File: src/sv/mcir_pkg.sv
// Package with payload types, MIDI constants and reply byte table for the crossover responder.
`timescale 1ns / 1ps

package mcir_pkg;

  localparam int unsigned CFG_INDEX_W = 2;
  localparam int unsigned CFG_DATA_W  = 42;
  localparam int unsigned COUNT_W     = 5;
  localparam int unsigned REPLY_IDX_W = 5;

  localparam logic [CFG_INDEX_W-1:0] CFG_ANSWER_ENABLE   = 2'd0;
  localparam logic [CFG_INDEX_W-1:0] CFG_IDENTITY_BYTES  = 2'd1;

  localparam logic [CFG_DATA_W-1:0] IDENTITY_RESET = 42'd270532657;

  localparam logic [7:0] SYSEX_START   = 8'hF0;
  localparam logic [7:0] SYSEX_END     = 8'hF7;
  localparam logic [7:0] UNIV_NON_RT   = 8'h7E;
  localparam logic [7:0] SUB_GEN_INFO  = 8'h06;
  localparam logic [7:0] SUB_ID_REQ    = 8'h01;
  localparam logic [7:0] SUB_ID_REPLY  = 8'h02;
  localparam logic [7:0] MFR_ID_BYTE   = 8'h3F;

  localparam logic [COUNT_W-1:0]     COUNT_MAX   = 5'd31;
  localparam logic [COUNT_W-1:0]     REQ_BODY_LEN = 5'd4;
  localparam logic [REPLY_IDX_W-1:0] REPLY_LAST  = 5'd16;

  typedef struct packed {
    logic [7:0] data_byte;
    logic       from_port;
    logic       peer_listening;
    logic       main_listening;
  } req_t;

  typedef struct packed {
    logic [7:0] out_byte;
    logic       to_port;
    logic       is_reply;
    logic       last;
  } rsp_t;

  function automatic logic [7:0] reply_byte(input logic [REPLY_IDX_W-1:0] idx,
                                            input logic [CFG_DATA_W-1:0] ident);
    logic [7:0] b;
    b = 8'h00;
    case (idx)
      5'd0:    b = SYSEX_START;
      5'd1:    b = UNIV_NON_RT;
      5'd2:    b = 8'h00;
      5'd3:    b = SUB_GEN_INFO;
      5'd4:    b = SUB_ID_REPLY;
      5'd5:    b = 8'h00;
      5'd6:    b = SUB_ID_REQ;
      5'd7:    b = MFR_ID_BYTE;
      5'd8:    b = MFR_ID_BYTE;
      5'd9:    b = {1'b0, ident[41:35]};
      5'd10:   b = {1'b0, ident[34:28]};
      5'd11:   b = {1'b0, ident[27:21]};
      5'd12:   b = {1'b0, ident[20:14]};
      5'd13:   b = {1'b0, ident[13:7]};
      5'd14:   b = {1'b0, ident[6:0]};
      5'd15:   b = 8'h00;
      5'd16:   b = SYSEX_END;
      default: b = 8'h00;
    endcase
    return b;
  endfunction

endpackage

File: src/sv/mcir_scan.sv
// SysEx scanner that detects a Universal Identity Request on port-0 words.
`timescale 1ns / 1ps

module mcir_scan (
  input  logic               clk,
  input  logic               rst,
  input  logic               accept,
  input  logic               answer_enable,
  input  mcir_pkg::req_t     req,
  output logic               answer
);

  logic                              in_sysex;
  logic [mcir_pkg::COUNT_W-1:0]      body_count;
  logic [7:0]                        header_bytes [4];
  logic                              scan;
  logic                              is_start;
  logic                              is_end;
  logic                              header_match;

  assign scan     = accept && answer_enable && !req.from_port;
  assign is_start = req.data_byte == mcir_pkg::SYSEX_START;
  assign is_end   = req.data_byte == mcir_pkg::SYSEX_END;

  assign header_match = (body_count == mcir_pkg::REQ_BODY_LEN) &&
                        (header_bytes[0] == mcir_pkg::UNIV_NON_RT) &&
                        (header_bytes[2] == mcir_pkg::SUB_GEN_INFO) &&
                        (header_bytes[3] == mcir_pkg::SUB_ID_REQ);

  assign answer = scan && !is_start && in_sysex && is_end && header_match &&
                  req.main_listening;

  always_ff @(posedge clk) begin
    if (rst) begin
      in_sysex   <= 1'b0;
      body_count <= '0;
    end else if (scan) begin
      if (is_start) begin
        in_sysex   <= 1'b1;
        body_count <= '0;
      end else if (in_sysex) begin
        if (is_end) begin
          in_sysex   <= 1'b0;
          body_count <= '0;
        end else if (body_count != mcir_pkg::COUNT_MAX) begin
          body_count <= body_count + 5'd1;
        end
      end
    end
  end

  // capture the first four body bytes
  always_ff @(posedge clk) begin
    if (scan && !is_start && in_sysex && !is_end &&
        (body_count < mcir_pkg::REQ_BODY_LEN)) begin
      header_bytes[body_count[1:0]] <= req.data_byte;
    end
  end

endmodule

File: src/sv/midi_crossover_identity_responder.sv
// Top level of the MIDI crossover with Universal Identity Request responder.
//
// Usage: each word on the req channel is one MIDI byte written to port 0 or 1.
// When peer_listening is set the byte comes out on rsp addressed to the other
// port. Port-0 bytes are scanned for SysEx while answer_enable is set; a closed
// body of 7E xx 06 01 with main_listening set adds the 17-word identity reply
// to port 0 after the forwarded copy. The last word of each item carries last;
// an item that yields nothing produces no rsp word.
// Configuration: cfg_index 0 is answer_enable, 1 is the six identity bytes.
// Writes are always taken; unknown indexes are dropped.
// Path: the first rsp word of an item is registered in the job register and then
// in the output register.
// Throughput: one req word per cycle while each item yields at most one word
// and rsp is not stalled; an item with a reply sends its 17 or 18 words one per
// cycle while rsp_ready is high and holds req_ready low until its last word goes.
// Stall: while rsp_ready is low the output word holds and the job waits; req
// is still taken while the job slot is free.
// Reset: synchronous rst clears the scanner, the job slot and the output.
`timescale 1ns / 1ps

module midi_crossover_identity_responder (
  input  logic                                clk,
  input  logic                                rst,
  input  logic                                req_valid,
  output logic                                req_ready,
  input  mcir_pkg::req_t                      req,
  output logic                                rsp_valid,
  input  logic                                rsp_ready,
  output mcir_pkg::rsp_t                      rsp,
  input  logic                                cfg_valid,
  output logic                                cfg_ready,
  input  logic [mcir_pkg::CFG_INDEX_W-1:0]    cfg_index,
  input  logic [mcir_pkg::CFG_DATA_W-1:0]     cfg_data
);

  logic                                 answer_enable;
  logic [mcir_pkg::CFG_DATA_W-1:0]      identity_free_bytes;

  logic                                 job_valid;
  logic                                 job_fwd;
  logic                                 job_reply;
  logic [7:0]                           job_byte;
  logic                                 job_port;
  logic [mcir_pkg::REPLY_IDX_W-1:0]     job_idx;

  logic                                 accept;
  logic                                 answer;
  logic                                 load_ok;
  logic                                 emit;
  logic                                 emit_last;
  logic                                 job_done;
  mcir_pkg::rsp_t                       rsp_next;

  assign cfg_ready = 1'b1;

  always_ff @(posedge clk) begin
    if (rst) begin
      answer_enable       <= 1'b0;
      identity_free_bytes <= mcir_pkg::IDENTITY_RESET;
    end else if (cfg_valid) begin
      unique case (cfg_index)
        mcir_pkg::CFG_ANSWER_ENABLE:  answer_enable       <= cfg_data[0];
        mcir_pkg::CFG_IDENTITY_BYTES: identity_free_bytes <= cfg_data;
        default: ;
      endcase
    end
  end

  mcir_scan u_scan (
    .clk           (clk),
    .rst           (rst),
    .accept        (accept),
    .answer_enable (answer_enable),
    .req           (req),
    .answer        (answer)
  );

  assign load_ok   = !rsp_valid || rsp_ready;
  assign emit      = job_valid && load_ok;
  assign emit_last = job_fwd ? !job_reply : (job_idx == mcir_pkg::REPLY_LAST);
  assign job_done  = emit && emit_last;
  assign req_ready = !job_valid || job_done;
  assign accept    = req_valid && req_ready;

  always_comb begin
    if (job_fwd) begin
      rsp_next.out_byte = job_byte;
      rsp_next.to_port  = job_port;
      rsp_next.is_reply = 1'b0;
    end else begin
      rsp_next.out_byte = mcir_pkg::reply_byte(job_idx, identity_free_bytes);
      rsp_next.to_port  = 1'b0;
      rsp_next.is_reply = 1'b1;
    end
    rsp_next.last = emit_last;
  end

  // advance the job one word per emit; a new item overwrites a finished job
  always_ff @(posedge clk) begin
    if (rst) begin
      job_valid <= 1'b0;
      job_fwd   <= 1'b0;
      job_reply <= 1'b0;
      job_idx   <= '0;
    end else if (accept) begin
      job_valid <= req.peer_listening || answer;
      job_fwd   <= req.peer_listening;
      job_reply <= answer;
      job_idx   <= '0;
    end else begin
      if (job_done) begin
        job_valid <= 1'b0;
      end
      if (emit) begin
        if (job_fwd) begin
          job_fwd <= 1'b0;
        end else begin
          job_idx <= job_idx + 5'd1;
        end
      end
    end
  end

  always_ff @(posedge clk) begin
    if (accept) begin
      job_byte <= req.data_byte;
      job_port <= ~req.from_port;
    end
  end

  always_ff @(posedge clk) begin
    if (rst) begin
      rsp_valid <= 1'b0;
    end else if (emit) begin
      rsp_valid <= 1'b1;
    end else if (rsp_ready) begin
      rsp_valid <= 1'b0;
    end
  end

  always_ff @(posedge clk) begin
    if (emit) begin
      rsp <= rsp_next;
    end
  end

endmodule

File: config.mk
export PLATFORM = sky130hd
export DESIGN_NAME = midi_crossover_identity_responder
export DESIGN_NICKNAME = d
export VERILOG_FILES = /design/src/sv/mcir_pkg.sv /design/src/sv/mcir_scan.sv /design/src/sv/midi_crossover_identity_responder.sv
export SDC_FILE = /design/constraint.sdc
export NUM_CORES = 1
export LEC_CHECK = 0
export BUFFER_PORTS_ARGS = -buffer_cell sky130_fd_sc_hd__buf_2
export CAP_MARGIN = 25
export CORE_MARGIN = 5
export CORE_UTILIZATION = 45
export CTS_CLUSTER_SIZE = 14
export DETAILED_ROUTE_END_ITERATION = 16
export PLACE_DENSITY = 0.73
export SETUP_SLACK_MARGIN = 0.1
export SYNTH_ARGS = -nofsm -noshare
export SYNTH_HDL_FRONTEND = slang
export SYNTH_SLANG_ARGS = --single-unit
File: constraint.sdc
create_clock -name clk -period 2.6 [get_ports clk]
set_input_delay 0.78 -clock clk [delete_from_list [all_inputs] [get_ports clk]]
set_output_delay 0.78 -clock clk [all_outputs]
set_load 0.05 [all_outputs]
Word level (Yosys, flattened, before mapping). Memory sizes are Yosys's and may differ from the RTL's. Index checks and enable logic that the tools add are counted.

Register bits after elaboration: 78. Memory bits (writable): 32. Output and inout port bits: 14. Memories: 1.

Memory list: u_scan.header_bytes (depth 4, bits a word 8, rd ports 3, clocked after memory_dff 0, wr ports 1, RTL line mcir_scan.sv:15) `logic [7:0] header_bytes [4];`.

Add/sub/neg operators: 2. Magnitude comparators: 1. Eq/ne operators: 21. Muxes and demuxes: 18. Bitwise logic cells: 2. Reductions and logical operators: 37.

Operator list (number): $pmux 8 s13 (1); $eq 5x4->1 const B (7); $eq 5x3->1 const B (4); $mux 5 (4); $eq 8x8->1 const B (2); $logic_and 1x1->1 (15); $mux 1 (12); $add 5x1->5 const B (2); $mux 10 (1); $eq 8x1->1 const B (1); $eq 8x3->1 const B (1); $eq 8x7->1 const B (1); $reduce_bool 2->1 (4); $logic_not 1->1 (6); $reduce_and 2->1 (3); $eq 5x1->1 const B (1); $eq 5x2->1 const B (1); $eq 5x5->1 const B (1); $logic_not 5->1 (1); $lt 5x3->1 const B (1); $ne 5x5->1 const B (1); $reduce_or 2->1 (2); $logic_or 1x1->1 (3); $reduce_and 3->1 (1); 4 further kinds (5).

Logic depth before layout (Yosys ltp).
Depth after elaboration: 15. Mapped depth: 8. Gate-level depth less buffers: 7.

Modules after synthesis. Synthesis repeated with hierarchy kept, for this count alone.

Cells, all modules: 447. Area, all modules: 4509.3 um^2.

Modules (own cells, without submodules): midi_crossover_identity_responder (instances 1, cells each 366, area each 3289.4 um^2, seq. area each 1641.6 um^2); mcir_scan (instances 1, cells each 81, area each 1219.9 um^2, seq. area each 840.8 um^2).

Worst setup path before layout. OpenSTA, ideal clock, no wires.

Kind: input port to flip-flop. Start point: input port rsp_ready. End point: register job_idx[0] (netlist name). Arrival: 2.258 ns. Data required time: 2.482 ns. Slack: 0.224 ns. Cell stages on the path: 5. Buffers on the path: 0. Path through: nor2b_1 o21a_1 a21boi_0 or2_1 nor2_1.

Longest elaborated chain between the ends: 6.

Ends and longest elaborated chain: start: declaration (RTL line midi_crossover_identity_responder.sv:28) `input logic rsp_ready,`; $logic_or 1x1->1 (RTL line midi_crossover_identity_responder.sv:78) `assign load_ok = !rsp_valid || rsp_ready;`; $logic_and 1x1->1 (RTL line midi_crossover_identity_responder.sv:79) `assign emit = job_valid && load_ok;`; $logic_and 1x1->1 (RTL line midi_crossover_identity_responder.sv:81) `assign job_done = emit && emit_last;`; $logic_or 1x1->1 (RTL line midi_crossover_identity_responder.sv:82) `assign req_ready = !job_valid || job_done;`; $logic_and 1x1->1 (RTL line midi_crossover_identity_responder.sv:83) `assign accept = req_valid && req_ready;`; named net accept (RTL line midi_crossover_identity_responder.sv:46) `logic accept;`; $reduce_or 2->1 (no line); end signal: assignment (RTL line midi_crossover_identity_responder.sv:118) `job_idx <= job_idx + 5'd1;`; end: declaration (RTL line midi_crossover_identity_responder.sv:44) `logic [mcir_pkg::REPLY_IDX_W-1:0] job_idx;`.

The timed path passes the listed nets, and every way through them passes these cells. A chain may end at the register's enable or synchronous reset.

Final worst setup path.
Start point: register job_idx[0] (netlist name). End point: output port req_ready.

Longest elaborated chain between the ends: 4.

Ends and longest elaborated chain: $eq 5x5->1 (RTL line midi_crossover_identity_responder.sv:80) `assign emit_last = job_fwd ? !job_reply : (job_idx == mcir_pkg::REPLY_LAST);`; $mux 1 (RTL line midi_crossover_identity_responder.sv:80); $logic_and 1x1->1 (RTL line midi_crossover_identity_responder.sv:81); $logic_or 1x1->1 (RTL line midi_crossover_identity_responder.sv:82); end: declaration (RTL line midi_crossover_identity_responder.sv:25) `output logic req_ready,`.

Every way passes these cells.

==> results.md <==
- The number of warning messages in the yosys log is 0.
- The top fanout value on the critical path is 5.
- Entering global routing, the biggest net connects 55 pins.
- At the worst endpoint, the required time is ~1.8 ns.
- The number of hold violations in the final report is 0.
- After global routing the overflow that remains totals 0.
- The most common cell in the synthesized netlist is nand2_1.
- Traced cell by cell, the critical path runs through inv_1, ha_1, nor4b_4, nand3_2, nand2_2, buf_6.
- The gate count after technology mapping is about 460.
- Hold is met by 0.4596 ns.
- Once detail routing completed, the nets flagged for antenna violations numbered 0.
- The portion of the post-synthesis area used by sequential elements is 55.67%.
- In this run the static leakage power is ~1.9 nW.
- The share of async-settable or async-resettable flops after synthesis is 0%.
- The post-route minimum period is between 2 and 2.5 ns.
- The category of the worst setup path capture point is an output pin.
- The area enclosed by the die boundary is around 12,000 sq um.
- The DRC marker count from the first detailed-route iteration is 275.
- Setup repair after global routing could not meet its margin everywhere.
- The initial antenna violation count is 0.
- The pre-antenna-repair detailed-routing pass consisted of 7 iterations.
- The kind of critical path is reg2out.
- After floorplanning, the core was sized to cover between 9000 and 10,000 sq um.
- The CTS tree is built.
- After synthesis, the largest area contributor takes up approximately 30% of total cell area.
- After layout, the design draws a total of slightly above 0.003 W.
- The number of cells in the design after placement is approximately 650.
- In the post-synthesis netlist, the biggest area contributors are edfxtp_1, dfxtp_1, nand2_1.
- The count of buffers inserted at the top-level ports is ~70.
- For this design the top-level I/O count stands at 74.
- The chip width is approximately 110 um.
- The H-tree was split into 3 levels.
- The routability congestion estimate is 0.8461.
- The post-detailed-placement half-perimeter wirelength is between 7000 and 8000 um.
- Dividing the detail-routed wire length by the instance count gives between 15 and 20 um.
- Across all layers, the routed design uses about 3,600 vias.
- The initial standard-cell utilization of the core is a little under half.
- The number of synthesized flops with an enable pin is 44.
- The post-route netlist has between 20% and 30% of its cells at a drive strength greater than 1.
- Excluding fillers, the count of instances in the completed layout stands at ~670.
- The global-route wire length before repair is approximately 16,000 um.
- The slew at the pin closest to its max-slew limit is 0.9459 ns.
- The worst slew margin relative to its limit is between 30% and 40%.
- Setup slack on the critical path of the routed design comes to around 0.12 ns.
- The cell area after placement is 4955 sq um.
- The cts-stage hold buffer count is 0.
- The worst setup timing slack at the placement stage is 0.04149 ns.
- The flow ran to the end, and the final reports show no timing, DRC or antenna violations.
- The critical path launch point type is a flip-flop.
- The max-slew violation count is 0.
- The area of all placed cells without fillers is between 5000 and 6000 sq um.
- Data on the critical path arrives at its endpoint at 1.70 ns.
- The flip-flop and latch area is 2485 sq um.
- The routed via count divided by cell count is about 5.3.
- The number of global-route vias before repair is 3,363.
- The filler cell count is around 900.
- The post-CTS clock slew at the launch and capture registers of the worst setup and hold paths is approximately 0.10 ns.
- After detailed routing, the number of remaining DRC violations is 0.
- The number of clock sinks is between 100 and 150.
- The synthesis-stage register bit count is a little over 100.
- The critical path's slowest cell is dfxtp_2.
- 0 antenna diodes ended up in the layout.
- The count of unique library cells instantiated by Yosys is roughly 60.
- The signed area change from the synthesized netlist to the final layout is 16.72%.
- The insertion delay of the later-clocked pin in the worst-skew pair is roughly 0.38 ns.
- The synthesized design spends more area on one cell type than any other, namely edfxtp_1.
- Counting along the longest clock path gives a buffer depth of 2.
- In this run the clock root is driven by a clkbuf_8.
- The peak supply drop is between 200 and 300 uV.
- The number of buffers inserted during clock tree synthesis is 9.
- The net count of the finished layout is between 500 and 600.
- The most frequently used flop master after synthesis is dfxtp_1.
- The floorplan has 36 rows.
- The total wire length after detailed routing is ~10,000 um.
- The highest cell delay on the worst timing path is 0.36 ns.
- The power density normalized to cell area is 579.3 nW/um^2.
- Setup violations remaining at the end of the flow were counted as 0.
- The combined area of the multi-input logic cells is around 1800 sq um.
- The die boundary height is 109.5 um.
- The area of the mapped netlist is roughly 4500 sq um.
- The clock tree skew after final layout is roughly 0.012 ns.
- The class of the most critical hold timing path is reg2reg.
- The commonest cells after synthesis are nand2_1, dfxtp_1, a21oi_1.
- The mean instance size in the synthesized netlist is slightly below 10 sq um.
- The total global routing track utilization is between 10% and 20%.
- The fraction of the cycle the final worst path needs is a little over nine tenths.
- The highest clock rate is between 400 and 500 MHz.
- The net count after synthesis is around 530.
- The max capacitance violation total is 0.
## path summary, 6_finish.rpt
| check | start | end | slack (ns) | depth (start not counted) |
|---|---|---|---|---|
| min reg2reg | identity_free_bytes[40] | identity_free_bytes[40] | 0.46 | 2 |
| max | job_idx[0] | req_ready | 0.12 | 6 |
| min | identity_free_bytes[40] | identity_free_bytes[40] | 0.46 | 2 |
| max reg2reg | job_idx[0] | u_scan.header_bytes[3][4] | 0.27 | 8 |
## critical path, delay by kind of cell, from the launching register on
| kind | cells | cell delay (ns) |
|---|---|---|
| fa+ha+maj | 1 | 0.18 |
| buf+inv | 2 | 0.24 |
| flops | 1 | 0.36 |
| simple gates | 3 | 0.54 |
## metrics by stage
stage                     utilization [%]    TNS, ns
after floorplan                         -          0
after global placement              50.93          0
after detailed placement            50.93          0
after CTS                           53.22          0
after global routing                53.50  -0.002903
final                               53.50          0
## power breakdown
part	internal (W)	switching [W]
clock network	0.000390	0.000614
logic	0.000102	0.000166
registers	0.00172	0.0000251
total	0.00221	0.000805
## layout by cell type (no fill, tap or decap), types with 3 or more instances in the layout
cell and count:
o31ai_1 3, nand3_1 8, nor2_1 18, buf_2 71, a22o_1 5, mux2i_1 12, ha_1 8, nand2_1 111
nand4_1 6, nor3b_1 3, nor2b_1 6, nor4_1 5, a21o_1 3, edfxtp_1 44, a21oi_1 48, and3_1 4
nor3_1 3, buf_4 16, dfxtp_1 56, inv_8 3, and2_2 3, xor2_1 4, nand3b_1 8, clkbuf_8 9
o21ai_0 6, or3_1 4, inv_1 9, nand2b_1 9
## cell families after synthesis
group | Yosys count | share of synthesized area, %
AND/OR/NAND/NOR | 200 | 21.55
flip-flops | 102 | 55.67
AO/OA/AOI/OAI | 90 | 12.80
buffers and inverters | 37 | 3.479
multiplexers | 14 | 3.199
adder cells (fa/ha/maj) | 8 | 2.245
XOR/XNOR | 5 | 0.9820
other | 1 | 0.08409
## layout make-up
| cell class | instances | area share, % |
|---|---|---|
| Sequential cell | 102 | 47.74 |
| Multi-Input combinational cell | 318 | 35.22 |
| Timing Repair Buffer | 88 | 9.351 |
| Tap cell | 133 | 3.197 |
| Clock buffer | 9 | 2.380 |
| Clock inverter | 7 | 1.466 |
| Inverter | 9 | 0.6490 |
## sequential cells by signal (all words and copies together) (netlist names)
name,cells
job_fwd,1
job_idx,5
job_valid,1
rsp,11
rsp_valid,1
job_byte,8
u_scan.in_sysex,1
u_scan.header_bytes,24
answer_enable,1
u_scan.body_count,5
identity_free_bytes,42
job_reply,1
job_port,1
## repair_timing
item                                    in CTS  in global routing
pin swaps                                    0                  2
resized for setup                            5                  4
buffers inserted                             1                  3
endpoints found under the setup margin       1                 25
## layer usage
layer	track usage [%]	share of wire (%)	vias up	wire (um)
met1	24.99	45	1670	4511
met3	4.698	7.0	12	703
met5	0	0	-	0
met2	27.16	47	116	4711
li1	-	-	1754	-
met4	4.720	1.6	0	161
Power figures use the tool's default switching activity.
